$ cat config.mk
export PLATFORM = sky130hd
export DESIGN_NAME = button_debounce_repeat_longpress
export DESIGN_NICKNAME = d
export VERILOG_FILES = /design/src/hdl/bdrl_pkg.sv /design/src/hdl/bdrl_detect.sv /design/src/hdl/button_debounce_repeat_longpress.sv
export SDC_FILE = /design/constraint.sdc
export NUM_CORES = 1
export LEC_CHECK = 0
export BUFFER_PORTS_ARGS = -buffer_cell sky130_fd_sc_hd__buf_2
export CORE_ASPECT_RATIO = 0.6
export CORE_MARGIN = 8
export CORE_UTILIZATION = 60
export CTS_CLUSTER_DIAMETER = 80
export DETAILED_ROUTE_END_ITERATION = 6
export PLACE_DENSITY = 0.84
export SLEW_MARGIN = 20
export SYNTH_ARGS = -nofsm -noshare
export SYNTH_HDL_FRONTEND = slang
export SYNTH_HIERARCHICAL = 1
export SYNTH_SLANG_ARGS = --single-unit
$ cat constraint.sdc
create_clock -name clk -period 7 [get_ports clk]
set_clock_uncertainty 0.05 [all_clocks]
set_input_delay 0.7 -clock clk [delete_from_list [all_inputs] [get_ports clk]]
set_output_delay 0.7 -clock clk [all_outputs]
set_load 0.03 [all_outputs]
$ cat src/hdl/bdrl_pkg.sv
`default_nettype none

package bdrl_pkg;

  // Register indexes on the configuration port.
  localparam logic [2:0] REG_BLANKING_TICKS     = 3'd0;
  localparam logic [2:0] REG_REPEAT_START_DELAY = 3'd1;
  localparam logic [2:0] REG_REPEAT_INTERVAL    = 3'd2;
  localparam logic [2:0] REG_LONG_PRESS_DELAY   = 3'd3;
  localparam logic [2:0] REG_LOWER_THRESHOLD    = 3'd4;
  localparam logic [2:0] REG_UPPER_THRESHOLD    = 3'd5;
  localparam logic [2:0] REG_HYSTERESIS_AMOUNT  = 3'd6;
  localparam logic [2:0] REG_REPEAT_ENABLE      = 3'd7;

  localparam int CFG_INDEX_W = 3;
  localparam int CFG_DATA_W  = 16;
  localparam int ADC_W       = 10;
  localparam int BLANK_W     = 16;
  localparam int HELD_W      = 15;
  localparam int REPEAT_W    = 12;

  localparam logic [BLANK_W-1:0]  BLANK_MAX  = '1;
  localparam logic [HELD_W-1:0]   HELD_MAX   = '1;
  localparam logic [REPEAT_W-1:0] REPEAT_MAX = '1;

  // Unit scale factors: delays count in 100 ms, the repeat interval in 10 ms.
  localparam logic [6:0] DELAY_UNIT    = 7'd100;
  localparam logic [3:0] INTERVAL_UNIT = 4'd10;

  localparam logic [8:0] SCALED_MAX = 9'd255;

  typedef struct packed {
    logic [15:0] blanking_ticks;
    logic [7:0]  repeat_start_delay;
    logic [7:0]  repeat_interval;
    logic [7:0]  long_press_delay;
    logic [7:0]  lower_threshold;
    logic [7:0]  upper_threshold;
    logic [6:0]  hysteresis_amount;
    logic        repeat_enable;
  } cfg_t;

endpackage

`default_nettype wire

$ cat src/hdl/bdrl_detect.sv
`default_nettype none

module bdrl_detect
  import bdrl_pkg::*;
(
  input  wire cfg_t             cfg,
  input  wire logic             stable_level,
  input  wire logic             pin_level,
  input  wire logic [ADC_W-1:0] adc_sample,
  output logic                  raw_pressed
);

  logic [ADC_W:0]          sum;
  logic [8:0]              scaled_wide;
  logic signed [9:0]       v;
  logic signed [9:0]       h;
  logic signed [9:0]       lo_lim;
  logic signed [9:0]       hi_lim;
  logic                    low_ok;
  logic                    high_ok;
  logic                    analog;

  always_comb begin
    sum         = {1'b0, adc_sample} + (ADC_W+1)'(2);
    scaled_wide = sum[ADC_W:2];
    if (scaled_wide > SCALED_MAX) begin
      scaled_wide = SCALED_MAX;
    end
    v = $signed({1'b0, scaled_wide});

    // The window widens while pressed and narrows while released.
    h = $signed({3'b000, cfg.hysteresis_amount});
    if (!stable_level) begin
      h = -h;
    end
    lo_lim  = $signed({2'b00, cfg.lower_threshold}) - h;
    hi_lim  = $signed({2'b00, cfg.upper_threshold}) + h;
    low_ok  = v >= lo_lim;
    high_ok = v < hi_lim;

    if (cfg.lower_threshold < cfg.upper_threshold) begin
      analog = low_ok && high_ok;
    end else begin
      analog = low_ok || high_ok;
    end

    if (cfg.lower_threshold != cfg.upper_threshold) begin
      raw_pressed = analog;
    end else begin
      raw_pressed = ~pin_level;
    end
  end

endmodule

`default_nettype wire

$ cat src/hdl/button_debounce_repeat_longpress.sv
`default_nettype none

// Push-button conditioner: one transaction per 1 ms tick carries the active-low
// pin level and a 10-bit converter sample; one result follows per tick with the
// debounced level and press, release and long-press events. With unequal
// thresholds the sample is scaled to 8 bits and run through a window compare
// with hysteresis. The first edge is taken at once, then the input is blanked
// until blanking_ticks ticks have passed since that edge. Throughput is one tick
// per clock cycle while out_ready is held high: a tick is registered at the
// input, and all state updates happen in the single stage to the result
// register. Configuration writes must be made while no tick is in flight.
module button_debounce_repeat_longpress
  import bdrl_pkg::*;
(
  input  wire logic                   clk,
  input  wire logic                   rst,
  input  wire logic                   cfg_we,
  input  wire logic [CFG_INDEX_W-1:0] cfg_index,
  input  wire logic [CFG_DATA_W-1:0]  cfg_data,
  input  wire logic                   in_valid,
  output logic                        in_ready,
  input  wire logic                   pin_level,
  input  wire logic [ADC_W-1:0]       adc_sample,
  output logic                        out_valid,
  input  wire logic                   out_ready,
  output logic                        level_pressed,
  output logic                        press_event,
  output logic                        release_event,
  output logic                        long_event
);

  cfg_t cfg;

  logic             s1_valid;
  logic             s1_pin;
  logic [ADC_W-1:0] s1_adc;
  logic             fire;

  logic                stable_level, stable_level_next;
  logic                blanking_active, blanking_active_next;
  logic [BLANK_W-1:0]  blank_elapsed, blank_elapsed_next;
  logic [HELD_W-1:0]   held_elapsed, held_elapsed_next;
  logic [REPEAT_W-1:0] repeat_elapsed, repeat_elapsed_next;
  logic                repeat_started, repeat_started_next;
  logic                long_reported, long_reported_next;
  logic                press_next, release_next, long_next;
  logic                raw;

  logic [HELD_W-1:0]   start_limit;
  logic [HELD_W-1:0]   long_limit;
  logic [REPEAT_W-1:0] interval_limit;

  always_ff @(posedge clk) begin
    if (rst) begin
      cfg.blanking_ticks     <= 16'd100;
      cfg.repeat_start_delay <= '0;
      cfg.repeat_interval    <= '0;
      cfg.long_press_delay   <= '0;
      cfg.lower_threshold    <= '0;
      cfg.upper_threshold    <= '0;
      cfg.hysteresis_amount  <= '0;
      cfg.repeat_enable      <= 1'b0;
    end else if (cfg_we) begin
      unique case (cfg_index)
        REG_BLANKING_TICKS:     cfg.blanking_ticks     <= cfg_data;
        REG_REPEAT_START_DELAY: cfg.repeat_start_delay <= cfg_data[7:0];
        REG_REPEAT_INTERVAL:    cfg.repeat_interval    <= cfg_data[7:0];
        REG_LONG_PRESS_DELAY:   cfg.long_press_delay   <= cfg_data[7:0];
        REG_LOWER_THRESHOLD:    cfg.lower_threshold    <= cfg_data[7:0];
        REG_UPPER_THRESHOLD:    cfg.upper_threshold    <= cfg_data[7:0];
        REG_HYSTERESIS_AMOUNT:  cfg.hysteresis_amount  <= cfg_data[6:0];
        REG_REPEAT_ENABLE:      cfg.repeat_enable      <= cfg_data[0];
        default: ;
      endcase
    end
  end

  // A tick moves from the input register to the result register when the
  // result register is empty or is being drained in the same cycle.
  assign fire     = s1_valid && (!out_valid || out_ready);
  assign in_ready = !s1_valid || fire;

  always_ff @(posedge clk) begin
    if (rst) begin
      s1_valid <= 1'b0;
    end else if (in_ready) begin
      s1_valid <= in_valid;
    end
  end

  always_ff @(posedge clk) begin
    if (in_valid && in_ready) begin
      s1_pin <= pin_level;
      s1_adc <= adc_sample;
    end
  end

  bdrl_detect u_detect (
    .cfg          (cfg),
    .stable_level (stable_level),
    .pin_level    (s1_pin),
    .adc_sample   (s1_adc),
    .raw_pressed  (raw)
  );

  assign start_limit    = HELD_W'(cfg.repeat_start_delay) * HELD_W'(DELAY_UNIT);
  assign long_limit     = HELD_W'(cfg.long_press_delay) * HELD_W'(DELAY_UNIT);
  assign interval_limit = REPEAT_W'(cfg.repeat_interval) * REPEAT_W'(INTERVAL_UNIT);

  always_comb begin
    stable_level_next    = stable_level;
    blanking_active_next = blanking_active;
    blank_elapsed_next   = blank_elapsed;
    held_elapsed_next    = held_elapsed;
    repeat_elapsed_next  = repeat_elapsed;
    repeat_started_next  = repeat_started;
    long_reported_next   = long_reported;
    press_next           = 1'b0;
    release_next         = 1'b0;
    long_next            = 1'b0;

    if (blanking_active) begin
      if (blank_elapsed != BLANK_MAX) begin
        blank_elapsed_next = blank_elapsed + 1'b1;
      end
      if (blank_elapsed_next >= cfg.blanking_ticks) begin
        blanking_active_next = 1'b0;
      end
    end
    if (stable_level) begin
      if (held_elapsed != HELD_MAX) begin
        held_elapsed_next = held_elapsed + 1'b1;
      end
      if (repeat_started && repeat_elapsed != REPEAT_MAX) begin
        repeat_elapsed_next = repeat_elapsed + 1'b1;
      end
    end

    if (raw != stable_level && !blanking_active_next) begin
      blanking_active_next = 1'b1;
      blank_elapsed_next   = '0;
      stable_level_next    = raw;
      held_elapsed_next    = '0;
      repeat_elapsed_next  = '0;
      repeat_started_next  = 1'b0;
      if (raw) begin
        press_next = 1'b1;
      end else begin
        long_reported_next = 1'b0;
        release_next       = 1'b1;
      end
    end

    if (stable_level_next) begin
      if (cfg.repeat_interval != '0 && cfg.repeat_enable) begin
        if (!repeat_started_next) begin
          if (held_elapsed_next >= start_limit) begin
            repeat_started_next = 1'b1;
            repeat_elapsed_next = '0;
            press_next          = 1'b1;
          end
        end else if (repeat_elapsed_next >= interval_limit) begin
          repeat_elapsed_next = '0;
          press_next          = 1'b1;
        end
      end
      if (!long_reported_next && cfg.long_press_delay != '0 &&
          held_elapsed_next >= long_limit) begin
        long_reported_next = 1'b1;
        long_next          = 1'b1;
      end
    end
  end

  always_ff @(posedge clk) begin
    if (rst) begin
      stable_level    <= 1'b0;
      blanking_active <= 1'b1;
      blank_elapsed   <= '0;
      held_elapsed    <= '0;
      repeat_elapsed  <= '0;
      repeat_started  <= 1'b0;
      long_reported   <= 1'b0;
    end else if (fire) begin
      stable_level    <= stable_level_next;
      blanking_active <= blanking_active_next;
      blank_elapsed   <= blank_elapsed_next;
      held_elapsed    <= held_elapsed_next;
      repeat_elapsed  <= repeat_elapsed_next;
      repeat_started  <= repeat_started_next;
      long_reported   <= long_reported_next;
    end
  end

  always_ff @(posedge clk) begin
    if (rst) begin
      out_valid <= 1'b0;
    end else if (fire) begin
      out_valid <= 1'b1;
    end else if (out_ready) begin
      out_valid <= 1'b0;
    end
  end

  always_ff @(posedge clk) begin
    if (fire) begin
      level_pressed <= stable_level_next;
      press_event   <= press_next;
      release_event <= release_next;
      long_event    <= long_next;
    end
  end

endmodule

`default_nettype wire
---- Yosys cells after proc, flatten, opt, wreduce, memory -nomap -nowiden ----
Index checks and enable logic that the tools add are counted.
cells by class
  $add $sub $neg .......................... 7
  multiply operators ...................... 3
  $lt $le $gt $ge ......................... 8
  equality and inequality tests ........... 12
  mux-type cells .......................... 43
  bitwise operators ....................... 1
  reduce and logical (&&, ||, !) cells .... 29
operators by type and width
  kind                   count
  $mux 12                8
  $mux 16                4
  $mux 15                3
  $ge 15x15->1           2
  $mul 8x5->13 const B   2
  $mux 1                 26
  $reduce_and 2->1       9
  $add 16x1->16 const B  1
  $ge 16x16->1           1
  $ne 16x16->1 const B   1
  $reduce_bool 8->1      2
  $add 15x1->15 const B  1
  $ne 15x15->1 const B   1
  $add 12x1->12 const B  1
  $eq 3x3->1 const B     4
  $ge 12x12->1           1
  $ne 12x12->1 const B   1
  $add 10x2->11 const B  1
  $mul 8x3->11 const B   1
  $add 9x10->10          1
  $ge 10x10->1           1
  $lt 10x10->1           1
  $mux 10                1
  $neg 7->10             1
  other kinds (14)       28
storage, ports and cells
  register bits ........................... 128
  input port bits ......................... 35
  output and inout bits ................... 6
  word-level logic and storage cells ...... 126

---- Depth between registers and ports, before layout ----
  depth in word-level cells ............... 15
  gate-level depth with buffers ........... 34

---- By module ----
The synthesis kept the hierarchy.
by module, submodules not included
  module                            times used  cells an instance  area each (µm²)  seq. area each (µm²)
  button_debounce_repeat_longpress  1           1,071              8,743.4          2,712.6
  bdrl_detect                       1           214                1,592.8          0.0

---- Worst setup path after synthesis ----
Ideal clock, no wire load.
  path type ............................... reg2reg
  from .................................... register, netlist name cfg[1]
  to ...................................... register repeat_elapsed[6]
  library setup time ...................... 70 ps
  data arrival time ....................... 6,080 ps
  required time ........................... 6,880 ps
  path slack .............................. 800 ps
  cell stages (with the launch flop) ...... 33
  path buffers ............................ 3
  path through ............................ dfxtp_1 > inv_1 > ha_1 > mux2_2 > inv_1 > ha_1 > nor2b_1 > o31a_1 > o221ai_1 > nand2_1 > a21oi_1 > xor2_1 > ha_1 > a21o_1 > a21oi_1 > o221ai_2 > o211ai_1 > o211ai_2 > xnor2_1 > a21oi_1 > buf_2 > buf_1 > nor2_1 > ha_1 > nor2b_1 > o21a_1 > o21ai_1 > and4b_1 > o21ai_1 > o311ai_4 > buf_2 > o211ai_2 > a21oi_2
on the way
  cells in the longest elaborated chain, start to end .. 15
  elaborated cells on any way between the ends .. 23
  those cells by class .................... add/sub: 3; order compare: 4; eq/ne: 1; mux: 12; reduce/logical: 3
ends and longest elaborated chain
  what                                                          RTL line                                                                          text
  $neg 7->10                                                    bdrl_detect.sv:34                                                                 h = -h;
  $mux 10 *                                                     bdrl_detect.sv:33                                                                 if (!stable_level) begin
  $sub 9x10->10 / $add 9x10->10 (equally long branches)         bdrl_detect.sv:36, bdrl_detect.sv:37
  $ge 10x10->1 / $lt 10x10->1 (equally long branches)           bdrl_detect.sv:38, bdrl_detect.sv:39
  $logic_or 1x1->1 / $logic_and 1x1->1 (equally long branches)  bdrl_detect.sv:44, bdrl_detect.sv:42
  $mux 1 *                                                      bdrl_detect.sv:41                                                                 if (cfg.lower_threshold < cfg.upper_threshold) begin
  $mux 1 *                                                      bdrl_detect.sv:47                                                                 if (cfg.lower_threshold != cfg.upper_threshold) begin
  named net raw                                                 button_debounce_repeat_longpress.sv:47                                            logic raw;
  $ne 1x1->1                                                    button_debounce_repeat_longpress.sv:139                                           if (raw != stable_level && !blanking_active_next) begin
  $logic_and 1x1->1                                             button_debounce_repeat_longpress.sv:139
  $mux 15 / $mux 12 (equally long branches)                     button_debounce_repeat_longpress.sv:139
  $ge 15x15->1 / $ge 12x12->1 (equally long branches)           button_debounce_repeat_longpress.sv:157, button_debounce_repeat_longpress.sv:162
  $mux 12 (on tied branches)                                    button_debounce_repeat_longpress.sv:157, button_debounce_repeat_longpress.sv:162
  $mux 12                                                       button_debounce_repeat_longpress.sv:156                                           if (!repeat_started_next) begin
  $mux 12                                                       button_debounce_repeat_longpress.sv:155                                           if (cfg.repeat_interval != '0 && cfg.repeat_enable) begin
  $mux 12 *                                                     button_debounce_repeat_longpress.sv:154                                           if (stable_level_next) begin
  end signal, assigned                                          button_debounce_repeat_longpress.sv:189                                           repeat_elapsed <= repeat_elapsed_next;
  end, declared                                                 button_debounce_repeat_longpress.sv:43                                            logic [REPEAT_W-1:0] repeat_elapsed, repeat_elapsed_next;
The timed path passes the listed nets; every way through them passes the cells marked *.
A chain may end at the register's enable or synchronous reset.

---- Final worst setup path ----
  from .................................... register, netlist name cfg[2]
  to ...................................... register repeat_elapsed[10]
on the way
  cells in the longest elaborated chain, start to end .. 15
  elaborated cells on any way between the ends .. 23
  those cells by class .................... add/sub: 3; order compare: 4; eq/ne: 1; mux: 12; reduce/logical: 3
ends and longest elaborated chain
  what                                                          RTL line
  $neg 7->10                                                    bdrl_detect.sv:34
  $mux 10 *                                                     bdrl_detect.sv:33
  $sub 9x10->10 / $add 9x10->10 (equally long branches)         bdrl_detect.sv:36, bdrl_detect.sv:37
  $ge 10x10->1 / $lt 10x10->1 (equally long branches)           bdrl_detect.sv:38, bdrl_detect.sv:39
  $logic_or 1x1->1 / $logic_and 1x1->1 (equally long branches)  bdrl_detect.sv:44, bdrl_detect.sv:42
  $mux 1 *                                                      bdrl_detect.sv:41
  $mux 1 *                                                      bdrl_detect.sv:47
  named net raw                                                 button_debounce_repeat_longpress.sv:47
  $ne 1x1->1                                                    button_debounce_repeat_longpress.sv:139
  $logic_and 1x1->1                                             button_debounce_repeat_longpress.sv:139
  $mux 15 / $mux 12 (equally long branches)                     button_debounce_repeat_longpress.sv:139
  $ge 15x15->1 / $ge 12x12->1 (equally long branches)           button_debounce_repeat_longpress.sv:157, button_debounce_repeat_longpress.sv:162
  $mux 12 (on tied branches)                                    button_debounce_repeat_longpress.sv:157, button_debounce_repeat_longpress.sv:162
  $mux 12                                                       button_debounce_repeat_longpress.sv:156
  $mux 12                                                       button_debounce_repeat_longpress.sv:155
  $mux 12 *                                                     button_debounce_repeat_longpress.sv:154
Marks and branches as above.

==> summary.md <==
| Metric | Value |
|---|---|
| Status | `complete, no violations` |
| Final RePlAce weighted congestion | `0.894` |
| Most frequent cells in the layout | `nand2_1, ha_1, a21oi_1, dfxtp_1, inv_1` |
| Hpwl dp | `21000 um` |
| Initial antenna violation count | `2` |
| TritonRoute pass-1 iters | `6` |
| Worst hold path depth | `1` |
| Max incr delay on CP | `400 ps` |
| Avg Cell Area, Syn | `8.03 um2` |
| CP Launch Type | `flip-flop` |
| 1st-iter DRT viols | `1107` |
| Worst R2R End | `repeat_elapsed[10]` |
| Fin crit share | `95.5%` |
| Slew HR | `46.4%` |
| VDD IR max | `0.198 mV` |
| Commonest non-fill, non-tap cell in the layout | `nand2_1` |
| Clock root buffer | `clkbuf_16` |
| Clock tree sinks | `127` |
| Post-Syn Area | `10300 um2` |
| Vias per inst | `6.11` |
| Final Net Count | `1532` |
| Most used cell, CP | `ha_1` |
| Layout Utilization | `67.5%` |
| TritonCTS Buffers | `17` |
| Hold_sp | `adc_sample[6]` |
| Share of layout cells above drive strength 1 | `10.5%` |
| Num rows | `37` |
| Critical Path RT | `7310 ps` |
| LEAKAGE | `4.96 nW` |
| Hold crit path type | `in2reg` |
| CTS Hold Bufs | `0` |
| CP max-delay cell | `dfxtp_1` |
| Final Max Slew Viols | `0` |
| I/O Buffers | `39` |
| Worst hold slack | `393 ps` |
| H-tree depth | `4` |
| I/O Pins | `41` |
| Die height | `118 um` |
| Setup slack at placement | `194 ps` |
| CP arrival | `6990 ps` |
| Clk_lat worst skew | `430 ps` |
| Minimum clock period | `6680 ps` |
| FF-to-FF Start | `cfg[2]` |
| CP Capture Type | `flip-flop` |
| First-pass GRT wire length | `46200 um` |
| DRC Markers | `0` |
| Worst-Margin Slew | `801 ps` |
| WHS Endpoint | `s1_adc[6]` |
| CP max FO | `7` |
| Via Count | `9599` |
| Core area | `17000 um2` |
| Final setup viols | `0` |
| Clock tree buffer depth | `2` |
| R2r setup slk | `320 ps` |
| TritonCTS clock tree | `yes` |
| Hold Vio Cnt, Final | `0` |
| Starting Density | `60.7%` |
| Critical path type | `reg2reg` |
| Die width | `185 um` |
| Drt wl/cell | `18.1 um` |
| FMAX | `0.150 GHz` |
| Global route total overflow | `0` |
| Power Dens Cells | `182 nW/um2` |
| Area Overhead vs Synth | `11.2%` |
| WL final | `28400 um` |
| R2R cell count | `31` |
| Max Cap Viol | `0` |
| DRT antenna net count | `0` |
| Die area | `21800 um2` |
| CTS clk-pin slew, worst paths | `70 ps` |
| Cells after Synth | `1284` |
| Tot GR Track Use | `26.0%` |
| Vias in the first global route | `9241` |
| Final setup margin | `316 ps` |
| Largest net degree at the start of global routing | `66` |
| Ys Warns | `6` |
worst max path at each step:
stage	start	end	slack, ps	cells after the start
2_1_floorplan	cfg[1]	repeat_elapsed[6]	800	32
3_3_place_gp	cfg[2]	repeat_elapsed[3]	380	33
3_5_place_dp	cfg[2]	repeat_elapsed[10]	190	33
4_1_cts	cfg[2]	repeat_elapsed[10]	140	33
5_1_grt	cfg[2]	repeat_elapsed[10]	-2	33
6_report	cfg[2]	repeat_elapsed[10]	320	31
power breakdown:
group	total, mW	internal, mW	switching, mW
logic	0.349	0.133	0.216
registers	0.767	0.750	0.0163
clock network	0.967	0.590	0.377
total	2.08	1.47	0.609
layout make-up:
class,count,area (um2)
diodes,2,5.00
clock buffers,19,454
clock inverters,13,173
fillers,1357,5530
inverters,108,405
multi-input cells,1011,7100
flip-flops and latches,127,2680
well taps,234,293
repair buffers,57,345
worst max-delay path, delay by kind of cell (launching register included):
kind / cells / cell delay, ps
AND/OR/NAND/NOR: 5 / 770
AO/OA/AOI/OAI: 15 / 2850
buffers and inverters: 4 / 690
multiplexers: 1 / 320
adder cells (fa/ha/maj): 4 / 1080
flip-flops: 1 / 400
XOR/XNOR: 2 / 440
per-layer routing:
layer / part of all wire [%] / vias to the layer above / routed length (um) / track usage [%]
met5: 0 / - / 0 / 0
met3: 9.4 / 67 / 2670 / 6.87
met4: 1.9 / 0 / 531 / 7.62
li1: - / 4584 / - / -
met2: 44 / 452 / 12400 / 39.1
met1: 45 / 4496 / 12800 / 35.8
registers in the layout, indices dropped and copies added (netlist names), 9 cells and up:
name / count
blank_elapsed: 16
cfg: 64
held_elapsed: 15
repeat_elapsed: 12
s1_adc: 9
stage by stage:
| step | instance area (um2) | cells | TNS, ps | power (mW) |
|---|---|---|---|---|
| global route | 11500 | 1571 | -2.08 | 2.15 |
| floorplan | 10300 | 1285 | 0 | 1.01 |
| detailed placement | 10800 | 1535 | 0 | 1.11 |
| finish | 11500 | 1571 | 0 | 2.08 |
| global placement | 10800 | 1535 | 0 | 1.09 |
| CTS | 11400 | 1567 | 0 | 2.06 |
what timing repair did:
item,in CTS,in global routing
setup endpoints to repair,0,16
gates resized for setup,0,6
buffers inserted,0,2
hold endpoints to repair,0,0
Note: power is estimated with default switching activity, not from simulation.
